===== src/rtl/core/psq_pkg.sv =====
`timescale 1ns / 1ps
`default_nettype none

package psq_pkg;

  localparam int unsigned ENTRY_W = 72;

  typedef enum logic {
    ACT_INSERT = 1'b0,
    ACT_LIST   = 1'b1
  } action_e;

  typedef enum logic [1:0] {
    ST_OK    = 2'd0,
    ST_FULL  = 2'd1,
    ST_EMPTY = 2'd2
  } status_e;

  typedef enum logic [2:0] {
    S_IDLE,
    S_INS_SCAN,
    S_INS_CMP,
    S_LIST_RD,
    S_LIST_PUT,
    S_STATUS
  } state_e;

  // id sits in the low bits, prio in the high bits
  typedef struct packed {
    logic [7:0]  prio;
    logic [23:0] left;
    logic [23:0] total;
    logic [15:0] id;
  } entry_t;

  typedef struct packed {
    logic we;
    logic re;
  } mem_ctl_t;

  typedef struct packed {
    logic    load;
    status_e status;
    logic    last;
  } out_ld_t;

endpackage

`default_nettype wire


===== src/rtl/core/psq_store.sv =====
`timescale 1ns / 1ps
`default_nettype none

module psq_store import psq_pkg::*; #(
  parameter int unsigned DEPTH = 16,
  parameter int unsigned AW    = $clog2(DEPTH)
) (
  input  wire logic          clk_i,
  input  wire mem_ctl_t      ctl_i,
  input  wire logic [AW-1:0] waddr_i,
  input  wire entry_t        wdata_i,
  input  wire logic [AW-1:0] raddr_i,
  output entry_t             rdata_o
);

  entry_t mem_q [DEPTH];
  entry_t rdata_q;

  always_ff @(posedge clk_i) begin
    if (ctl_i.we) begin
      mem_q[waddr_i] <= wdata_i;
    end
  end

  always_ff @(posedge clk_i) begin
    if (ctl_i.re) begin
      rdata_q <= mem_q[raddr_i];
    end
  end

  assign rdata_o = rdata_q;

endmodule

`default_nettype wire


===== src/rtl/core/psq_ctrl.sv =====
`timescale 1ns / 1ps
`default_nettype none

module psq_ctrl import psq_pkg::*; #(
  parameter int unsigned DEPTH = 16,
  parameter int unsigned AW    = $clog2(DEPTH)
) (
  input  wire logic          clk_i,
  input  wire logic          rst_ni,
  input  wire logic          in_valid_i,
  output logic               in_ready_o,
  input  wire action_e       in_action_i,
  input  wire entry_t        in_entry_i,
  input  wire logic          out_free_i,
  output out_ld_t            out_ld_o,
  output entry_t             out_entry_o,
  output mem_ctl_t           mem_ctl_o,
  output logic [AW-1:0]      mem_waddr_o,
  output logic [AW-1:0]      mem_raddr_o,
  output entry_t             mem_wdata_o,
  input  wire entry_t        mem_rdata_i
);

  localparam int unsigned CW = $clog2(DEPTH + 1);

  state_e        state_q, state_d;
  logic [CW-1:0] ptr_q, ptr_d;
  logic [CW-1:0] fill_q, fill_d;
  status_e       stat_q, stat_d;
  entry_t        new_q, new_d;

  logic          full;
  logic          empty;
  logic          ptr_zero;
  logic          last_hit;
  logic          ge;
  logic [CW-1:0] ptr_m1;
  logic [CW-1:0] ptr_p1;

  assign full     = (fill_q == CW'(DEPTH));
  assign empty    = (fill_q == '0);
  assign ptr_zero = (ptr_q == '0);
  assign ptr_m1   = ptr_q - CW'(1);
  assign ptr_p1   = ptr_q + CW'(1);
  assign last_hit = (ptr_p1 == fill_q);
  // shared compare: stored entry shifts up while its prio is not below the new one
  assign ge       = (mem_rdata_i.prio >= new_q.prio);

  always_comb begin
    state_d = state_q;
    case (state_q)
      S_IDLE: begin
        if (in_valid_i) begin
          if (in_action_i == ACT_INSERT) begin
            state_d = full ? S_STATUS : S_INS_SCAN;
          end else begin
            state_d = empty ? S_STATUS : S_LIST_RD;
          end
        end
      end
      S_INS_SCAN: begin
        state_d = ptr_zero ? S_IDLE : S_INS_CMP;
      end
      S_INS_CMP: begin
        state_d = ge ? S_INS_SCAN : S_IDLE;
      end
      S_LIST_RD: begin
        state_d = S_LIST_PUT;
      end
      S_LIST_PUT: begin
        if (out_free_i) begin
          state_d = last_hit ? S_IDLE : S_LIST_RD;
        end
      end
      S_STATUS: begin
        if (out_free_i) begin
          state_d = S_IDLE;
        end
      end
      default: begin
        state_d = S_IDLE;
      end
    endcase
  end

  always_comb begin
    in_ready_o      = 1'b0;
    mem_ctl_o       = '0;
    mem_waddr_o     = ptr_q[AW-1:0];
    mem_raddr_o     = ptr_q[AW-1:0];
    mem_wdata_o     = new_q;
    out_ld_o.load   = 1'b0;
    out_ld_o.status = ST_OK;
    out_ld_o.last   = 1'b0;
    out_entry_o     = mem_rdata_i;
    case (state_q)
      S_IDLE: begin
        in_ready_o = 1'b1;
      end
      S_INS_SCAN: begin
        if (ptr_zero) begin
          mem_ctl_o.we = 1'b1;
        end else begin
          mem_ctl_o.re = 1'b1;
          mem_raddr_o  = ptr_m1[AW-1:0];
        end
      end
      S_INS_CMP: begin
        mem_ctl_o.we = 1'b1;
        mem_wdata_o  = ge ? mem_rdata_i : new_q;
      end
      S_LIST_RD: begin
        mem_ctl_o.re = 1'b1;
      end
      S_LIST_PUT: begin
        out_ld_o.load = out_free_i;
        out_ld_o.last = last_hit;
      end
      S_STATUS: begin
        out_ld_o.load   = out_free_i;
        out_ld_o.status = stat_q;
        out_ld_o.last   = 1'b1;
        out_entry_o     = '0;
      end
      default: begin
        in_ready_o = 1'b0;
      end
    endcase
  end

  always_comb begin
    ptr_d  = ptr_q;
    fill_d = fill_q;
    stat_d = stat_q;
    new_d  = new_q;
    case (state_q)
      S_IDLE: begin
        if (in_valid_i) begin
          new_d  = in_entry_i;
          ptr_d  = (in_action_i == ACT_INSERT) ? fill_q : '0;
          stat_d = (in_action_i == ACT_INSERT) ? ST_FULL : ST_EMPTY;
        end
      end
      S_INS_SCAN: begin
        if (ptr_zero) begin
          fill_d = fill_q + CW'(1);
        end
      end
      S_INS_CMP: begin
        if (ge) begin
          ptr_d = ptr_m1;
        end else begin
          fill_d = fill_q + CW'(1);
        end
      end
      S_LIST_PUT: begin
        if (out_free_i && !last_hit) begin
          ptr_d = ptr_p1;
        end
      end
      default: begin
        ptr_d = ptr_q;
      end
    endcase
  end

  always_ff @(posedge clk_i or negedge rst_ni) begin
    if (!rst_ni) begin
      state_q <= S_IDLE;
      ptr_q   <= '0;
      fill_q  <= '0;
      stat_q  <= ST_OK;
    end else begin
      state_q <= state_d;
      ptr_q   <= ptr_d;
      fill_q  <= fill_d;
      stat_q  <= stat_d;
    end
  end

  always_ff @(posedge clk_i) begin
    new_q <= new_d;
  end

endmodule

`default_nettype wire


===== src/rtl/core/priority_sorted_queue_unit.sv =====
// Insert: each entry shifted up takes one read and one compare; the new entry
//   lands where the compare fails or at the front. One request at a time.
// List: each entry is read, then loaded into the output register; a full or
//   empty status is a single result. Output stalls hold the sequencer.
// Reset (rst_ni low, async) clears the fill count, sequencer and output valid;
//   table contents are undefined until written and need no clearing pass.
`timescale 1ns / 1ps
`default_nettype none

module priority_sorted_queue_unit import psq_pkg::*; #(
  parameter int unsigned DEPTH = 16
) (
  input  wire logic                clk_i,
  input  wire logic                rst_ni,
  input  wire logic                s_axis_tvalid_i,
  output logic                     s_axis_tready_o,
  // [15:0] process_id, [39:16] total_time, [63:40] time_left, [71:64] prio
  input  wire logic [ENTRY_W-1:0]  s_axis_tdata_i,
  // [0] action
  input  wire logic                s_axis_tuser_i,
  output logic                     m_axis_tvalid_o,
  input  wire logic                m_axis_tready_i,
  // [15:0] out_id, [39:16] out_total, [63:40] out_left, [71:64] out_prio
  output logic [ENTRY_W-1:0]       m_axis_tdata_o,
  // [1:0] status
  output logic [1:0]               m_axis_tuser_o,
  output logic                     m_axis_tlast_o
);

  localparam int unsigned AW = $clog2(DEPTH);

  mem_ctl_t      mem_ctl;
  logic [AW-1:0] mem_waddr;
  logic [AW-1:0] mem_raddr;
  entry_t        mem_wdata;
  entry_t        mem_rdata;
  out_ld_t       out_ld;
  entry_t        out_entry;
  logic          out_free;

  logic          m_valid_q;
  entry_t        m_data_q;
  status_e       m_user_q;
  logic          m_last_q;

  assign out_free = !m_valid_q || m_axis_tready_i;

  psq_ctrl #(
    .DEPTH (DEPTH),
    .AW    (AW)
  ) u_ctrl (
    .clk_i       (clk_i),
    .rst_ni      (rst_ni),
    .in_valid_i  (s_axis_tvalid_i),
    .in_ready_o  (s_axis_tready_o),
    .in_action_i (action_e'(s_axis_tuser_i)),
    .in_entry_i  (entry_t'(s_axis_tdata_i)),
    .out_free_i  (out_free),
    .out_ld_o    (out_ld),
    .out_entry_o (out_entry),
    .mem_ctl_o   (mem_ctl),
    .mem_waddr_o (mem_waddr),
    .mem_raddr_o (mem_raddr),
    .mem_wdata_o (mem_wdata),
    .mem_rdata_i (mem_rdata)
  );

  psq_store #(
    .DEPTH (DEPTH),
    .AW    (AW)
  ) u_store (
    .clk_i   (clk_i),
    .ctl_i   (mem_ctl),
    .waddr_i (mem_waddr),
    .wdata_i (mem_wdata),
    .raddr_i (mem_raddr),
    .rdata_o (mem_rdata)
  );

  // output register decouples the sink from the sequencer
  always_ff @(posedge clk_i or negedge rst_ni) begin
    if (!rst_ni) begin
      m_valid_q <= 1'b0;
    end else if (out_ld.load) begin
      m_valid_q <= 1'b1;
    end else if (m_axis_tready_i) begin
      m_valid_q <= 1'b0;
    end
  end

  always_ff @(posedge clk_i) begin
    if (out_ld.load) begin
      m_data_q <= out_entry;
      m_user_q <= out_ld.status;
      m_last_q <= out_ld.last;
    end
  end

  assign m_axis_tvalid_o = m_valid_q;
  assign m_axis_tdata_o  = m_data_q;
  assign m_axis_tuser_o  = m_user_q;
  assign m_axis_tlast_o  = m_last_q;

endmodule

`default_nettype wire


===== config.mk =====
export PLATFORM = sky130hd
export DESIGN_NAME = priority_sorted_queue_unit
export DESIGN_NICKNAME = d
export VERILOG_FILES = /design/src/rtl/core/psq_pkg.sv /design/src/rtl/core/psq_store.sv /design/src/rtl/core/psq_ctrl.sv /design/src/rtl/core/priority_sorted_queue_unit.sv
export SDC_FILE = /design/constraint.sdc
export NUM_CORES = 2
export LEC_CHECK = 0
export BUFFER_PORTS_ARGS = -buffer_cell sky130_fd_sc_hd__buf_2
export CORE_MARGIN = 2
export CORE_UTILIZATION = 30
export CTS_BUF_LIST = sky130_fd_sc_hd__clkbuf_8
export DETAILED_ROUTE_END_ITERATION = 8
export MAX_ROUTING_LAYER = met4
export SYNTH_ARGS = -nofsm -noshare
export SYNTH_HDL_FRONTEND = slang
export SYNTH_SLANG_ARGS = --single-unit

===== constraint.sdc =====
create_clock -name clk_i -period 11.47 [get_ports clk_i]
set_input_delay 2.294 -clock clk_i [delete_from_list [all_inputs] [get_ports clk_i]]
set_output_delay 2.294 -clock clk_i [all_outputs]
set_load 0.01 [all_outputs]

# Word-level counts from Yosys, hierarchy flattened
# Memory sizes are Yosys's and may differ from the RTL's. A register that Yosys moved wholly into a read port is not among the register bits.
# Cells that the tools add are included.
# Widths: inputs -> output; s select.
# word_totals
reg_bits,163
mem_bits_rw,1152
output_inout_bits,77
memories,1
# memory_table
memory,depth,width,rd,rd_ports_with_merged_regs,wr,line,rtl
u_store.mem_q,16,72,1,1,1,psq_store.sv:16,entry_t mem_q [DEPTH];
# op_classes
n_addsub,3
n_lt_le_gt_ge,1
eq_ne,14
n_mux,34
n_reduce_logical,15
# ops
cell,n
$mux 72,2
$mux 5,6
$mux 3,6
$pmux 3 s6,1
$pmux 5 s3,1
$add 5x1->5 const B,2
$logic_not 5->1,2
$ne 2x1->1 const B,5
$pmux 5 s2,1
$mux 1,9
$ge 8x8->1,1
$mux 4,2
$eq 3x2->1 const B,2
$eq 3x3->1 const B,2
$mux 2,3
$pmux 1 s2,3
$reduce_and 3->1,2
$eq 5x5->1,1
$eq 5x5->1 const B,1
$sub 5x1->5 const B,1
$ne 2x2->1 const B,2
$reduce_and 4->1,1
$reduce_bool 2->1,2
$eq 3x1->1 const B,1
7 further kinds,8

# Logic depth before layout (Yosys ltp)
# depth
depth_word,6
ltp_mapped,12
ltp_nobuf,7

# Hierarchy
# From an unflattened synthesis, not the netlist that was laid out.
# hier_totals
hier_cells,2354
hier_area_um2,52634.2
# modules_own_cells
module,instances,cells_each,area_per_inst_um2,seq_area_each_um2
psq_store,1,1850,45272.2,36755.3
psq_ctrl,1,426,5062.4,2537.4
priority_sorted_queue_unit,1,78,2299.7,2277.2

# Worst setup path before layout
# Ideal clock, no wire load.
# synth_timing
path_type,register to register
from,reg u_ctrl.ptr_q[1]
to,"mem u_store.mem_q[3][0] (netlist name), enable pin"
setup_time_ns,0.590
arrival_time_ns,7.184
t_required_ns,10.880
setup_slack_ns,3.696
path_stages_with_launch,11
path_buffers,3
period_less_slack_ns,7.774
path_cell_list,dfrtp_1 -> buf_2 -> buf_2 -> inv_1 -> ha_1 -> or4b_1 -> buf_2 -> nor3b_1 -> o21a_1 -> nand2_1 -> nor3_1
# synth_via
elab_chain_len,5
# synth_rtl
element,line,rtl
from (decl),psq_ctrl.sv:27,"logic [CW-1:0] ptr_q, ptr_d;"
from (signal assigned),psq_ctrl.sv:175,ptr_q <= ptr_d;
$logic_not 5->1,psq_ctrl.sv:42,assign ptr_zero = (ptr_q == '0);
$mux 1,psq_ctrl.sv:101,if (ptr_zero) begin
$pmux 1 s2,psq_ctrl.sv:96,case (state_q)
$mux 1,psq_store.sv:20,if (ctl_i.we) begin
$mux 1 (implied by the code),psq_store.sv:21,mem_q[waddr_i] <= wdata_i;
to (decl),psq_store.sv:16,
# Several ways; a longest one is shown, not always the timed one.

# Worst setup path after layout
# layout_timing
from,reg u_ctrl.ptr_q[0]
to,reg u_store.rdata_o[71] (netlist name)
# layout_via
elab_chain_len,3
word_cells_on_any_way,6
cone_classes,1 x add/sub; 4 x mux; 1 x reduce/logical
# layout_rtl
element,line
$sub 5x1->5 or $logic_not 5->1 (tied branches),"psq_ctrl.sv:43, psq_ctrl.sv:42"
$mux 4 or $mux 1 (tied branches),psq_ctrl.sv:101
$mux 4 or $pmux 1 s2 (tied branches),psq_ctrl.sv:96
# Several ways; a longest one is shown, not always the timed one.
# A chain may end at the register's enable or synchronous reset.

==> metrics.txt <==
CTS tree yes; area of the multi-input gates 18110 um2; commonest non-fill, non-tap cell in the layout edfxtp_1; Leakage 22.43 nW; register area share after synthesis 68.71%; cts repair resizes 0; Worst-Margin Slew 1370 ps; Tmin final 5496 ps; post-DR vias/cell 5.314; post-route ant nets 0; Clock Power Share 22.7%; # fillers 18.79k; Hold Path Sink u_ctrl.stat_q[0]$_DFFE_PN0P_; # DRC 0; Crit Path Class flop to flop; Cell Count, Final, Fillers Out 6223; Mapped Area 60500 um2; Synth Net Count 3227; DR vias 33.07k; CP Launch Type flop; clock latency on the worst-skew pair 980 ps; WL/cell 26.63 um; Worst EP required 12090 ps; Unique masters post-synth 69; Seq pwr share 39.0%; Max Clk Rate 181.9 MHz; Hold Crit Start u_ctrl.stat_q[0]$_DFFE_PN0P_; Worst R2R Path Depth 9; P per Cell Area 269.0 nW/um2; Seq. cell area 41580 um2; Hold Crit Depth 2; starting density of the core 30.24%; Post-CTS Hold Fix Bufs 0; Area contributors post-synth edfxtp_1, mux4_2, mux2i_1; Setup Fix Bufs, Post-CTS 0; peak supply drop 0.0002538 V; Placer Congestion 0.7450; largest net degree at the start of global routing 115; Post-synth EDFFs 1371; total gr overflow 0; Sw Ratio 36.26%; clock sinks 1387; number of global-route vias before repair 34.15k; most frequent cells in the layout edfxtp_1, mux4_2, clkbuf_8, nand2_1, mux2i_1; DIE WIDTH 453.1 um; num rows 164; overall global routing resource usage 16.37%; layout cells sized above 1 30.67%; Cell Int Power 11.81 mW; Inst Count DP 5790; syn_area_per_cell 19.30 um2; FF+latch count, synth 1387; combinational share of power 38.3%; Max FO, Critical Path 83; prevailing post-synth register cell edfxtp_1; antenna violations before repair 9; Final Max Slew Viols 0; area grow syn2layout 13.83%; setup TNS 0 ps; Setup-failing EPs final 0; clk root buf clkbuf_8; critical path endpoint category flop; relative slew slack 8.328%; htree depth 4; status completed; Fin Hold WS 491.6 ps; RSZ-0062 raised after global routing false; cell taking the most area after synthesis edfxtp_1; Setup Slack @ Placement 5963 ps; PortBufs 153; setup ws final 5974 ps; First DRT Iteration DRCs 3101; yosys warns 0; Switch Pwr 6.717 mW; Longest Clk Path Bufs 3; period utilisation layout 47.92%; Critical R2R Launch u_ctrl.ptr_q[0]$_DFFE_PN0P_; Final HPWL DP 86550 um; die height 453.1 um; crit path DAT 6120 ps; R2R setup slack 5970 ps; final core utilization 34.42%; IO Pins 154; first-pass GRT wire length 238000 um; Layout Nets 3460; final wirelength 165700 um; drt first pass iters 6; Critical R2R Capture u_store.rdata_o[71]$_DFFE_PP_; Synth Instances 3135; max cap viols 0; post-synth top area share 68.05%; CORE AREA 200100 um2; Final Hold Viols 0; Worst-path clk slew 60 ps; worst min path class flop to flop; die area 205300 um2; ys async rst share 1.154%; Layout Skew 70.81 ps; cts bufs inserted 232
==> power groups by stage <==
stage	registers, mW	logic [mW]	clock network, mW
global route	7.29	7.61	4.54
global placement	7.33	7.09	0
finish	7.23	7.09	4.21
floorplan	7.12	5.04	0
CTS	7.24	7.18	4.33
detailed placement	7.34	7.17	0
==> worst max-delay path by stage <==
stage,start,endpoint,cells after the start
detailed placement,u_ctrl.ptr_q[0]$_DFFE_PN0P_,u_store.rdata_o[71]$_DFFE_PP_,9
floorplan,u_ctrl.ptr_q[1]$_DFFE_PN0P_,u_store.mem_q[3][0]$_DFFE_PP_,10
finish,u_ctrl.ptr_q[0]$_DFFE_PN0P_,u_store.rdata_o[71]$_DFFE_PP_,9
global placement,u_ctrl.ptr_q[1]$_DFFE_PN0P_,u_store.rdata_o[25]$_DFFE_PP_,9
CTS,u_ctrl.ptr_q[0]$_DFFE_PN0P_,u_store.rdata_o[71]$_DFFE_PP_,9
global route,u_ctrl.ptr_q[0]$_DFFE_PN0P_,u_store.rdata_o[71]$_DFFE_PP_,9
==> synth_stat cells, types with 4 or more instances <==
cell type,instances
o21bai_1,61
nand3_1,7
buf_1,34
a31oi_1,14
and2_1,71
o21ai_0,8
nand2_1,170
nand2b_1,4
clkbuf_1,127
buf_2,59
o311ai_2,13
mux2i_1,154
a21o_1,72
a211oi_1,6
edfxtp_1,1371
o221ai_1,73
nor4_1,13
xor2_1,6
nor3_1,12
buf_6,6
o22a_1,71
buf_4,5
nor2_1,80
dfrtp_1,16
o211ai_1,14
xnor2_1,6
mux4_2,434
inv_1,17
a21oi_1,10
mux2_2,87
ha_1,15
o311ai_1,47
==> final cells by class <==
class                   count  area share [%]
clock inverters           193           1.737
multi-input cells        1500           26.30
repair buffers            230           1.988
well taps                2656           4.825
flip-flops and latches   1387           60.37
inverters                  17         0.09992
clock buffers             233           4.656
diodes                      7         0.02544
==> kinds of logic after synthesis <==
family | count (synthesis) | synth area share [%]
flops | 1387 | 68.71
mux | 675 | 20.32
compound gates | 415 | 5.729
simple gates | 383 | 2.986
buf+inv | 248 | 1.766
fa+ha+maj | 15 | 0.3102
xor+xnor | 12 | 0.1737
==> sequential cells by signal, indices dropped and copies added (netlist names) <==
register,count
u_ctrl.fill_q,5
u_ctrl.state_q,3
m_axis_tdata_o,72
u_store.rdata_o,72
u_ctrl.stat_q,2
m_axis_tvalid_o,1
u_ctrl.new_q,72
m_axis_tuser_o,2
u_store.mem_q,1152
u_ctrl.ptr_q,5
m_axis_tlast_o,1
==> metrics by stage <==
stage,power (mW),area (um2)
global route,19.43,68870
detailed placement,14.51,64450
global placement,14.42,64450
finish,18.53,68870
floorplan,12.15,60500
CTS,18.75,68850
==> per-layer routing <==
metal | wire [um] | track usage, % | share of wire [%]
met1 | 68240 | 20.77 | 41
met5 | 0 | - | 0
met3 | 11090 | 3.009 | 6.7
met4 | 4835 | 5.292 | 2.9
met2 | 81520 | 26.51 | 49
==> critical path, cell delays in order (launching register included) <==
cell and delay [ps]:
dfrtp_4 690, inv_1 350, ha_4 190, or4b_1 690, nand2_8 780, buf_4 980, buf_4 830, mux2i_1 290
o22a_1 180, o311ai_2 90
No activity file was read; power rests on OpenSTA's default activity.
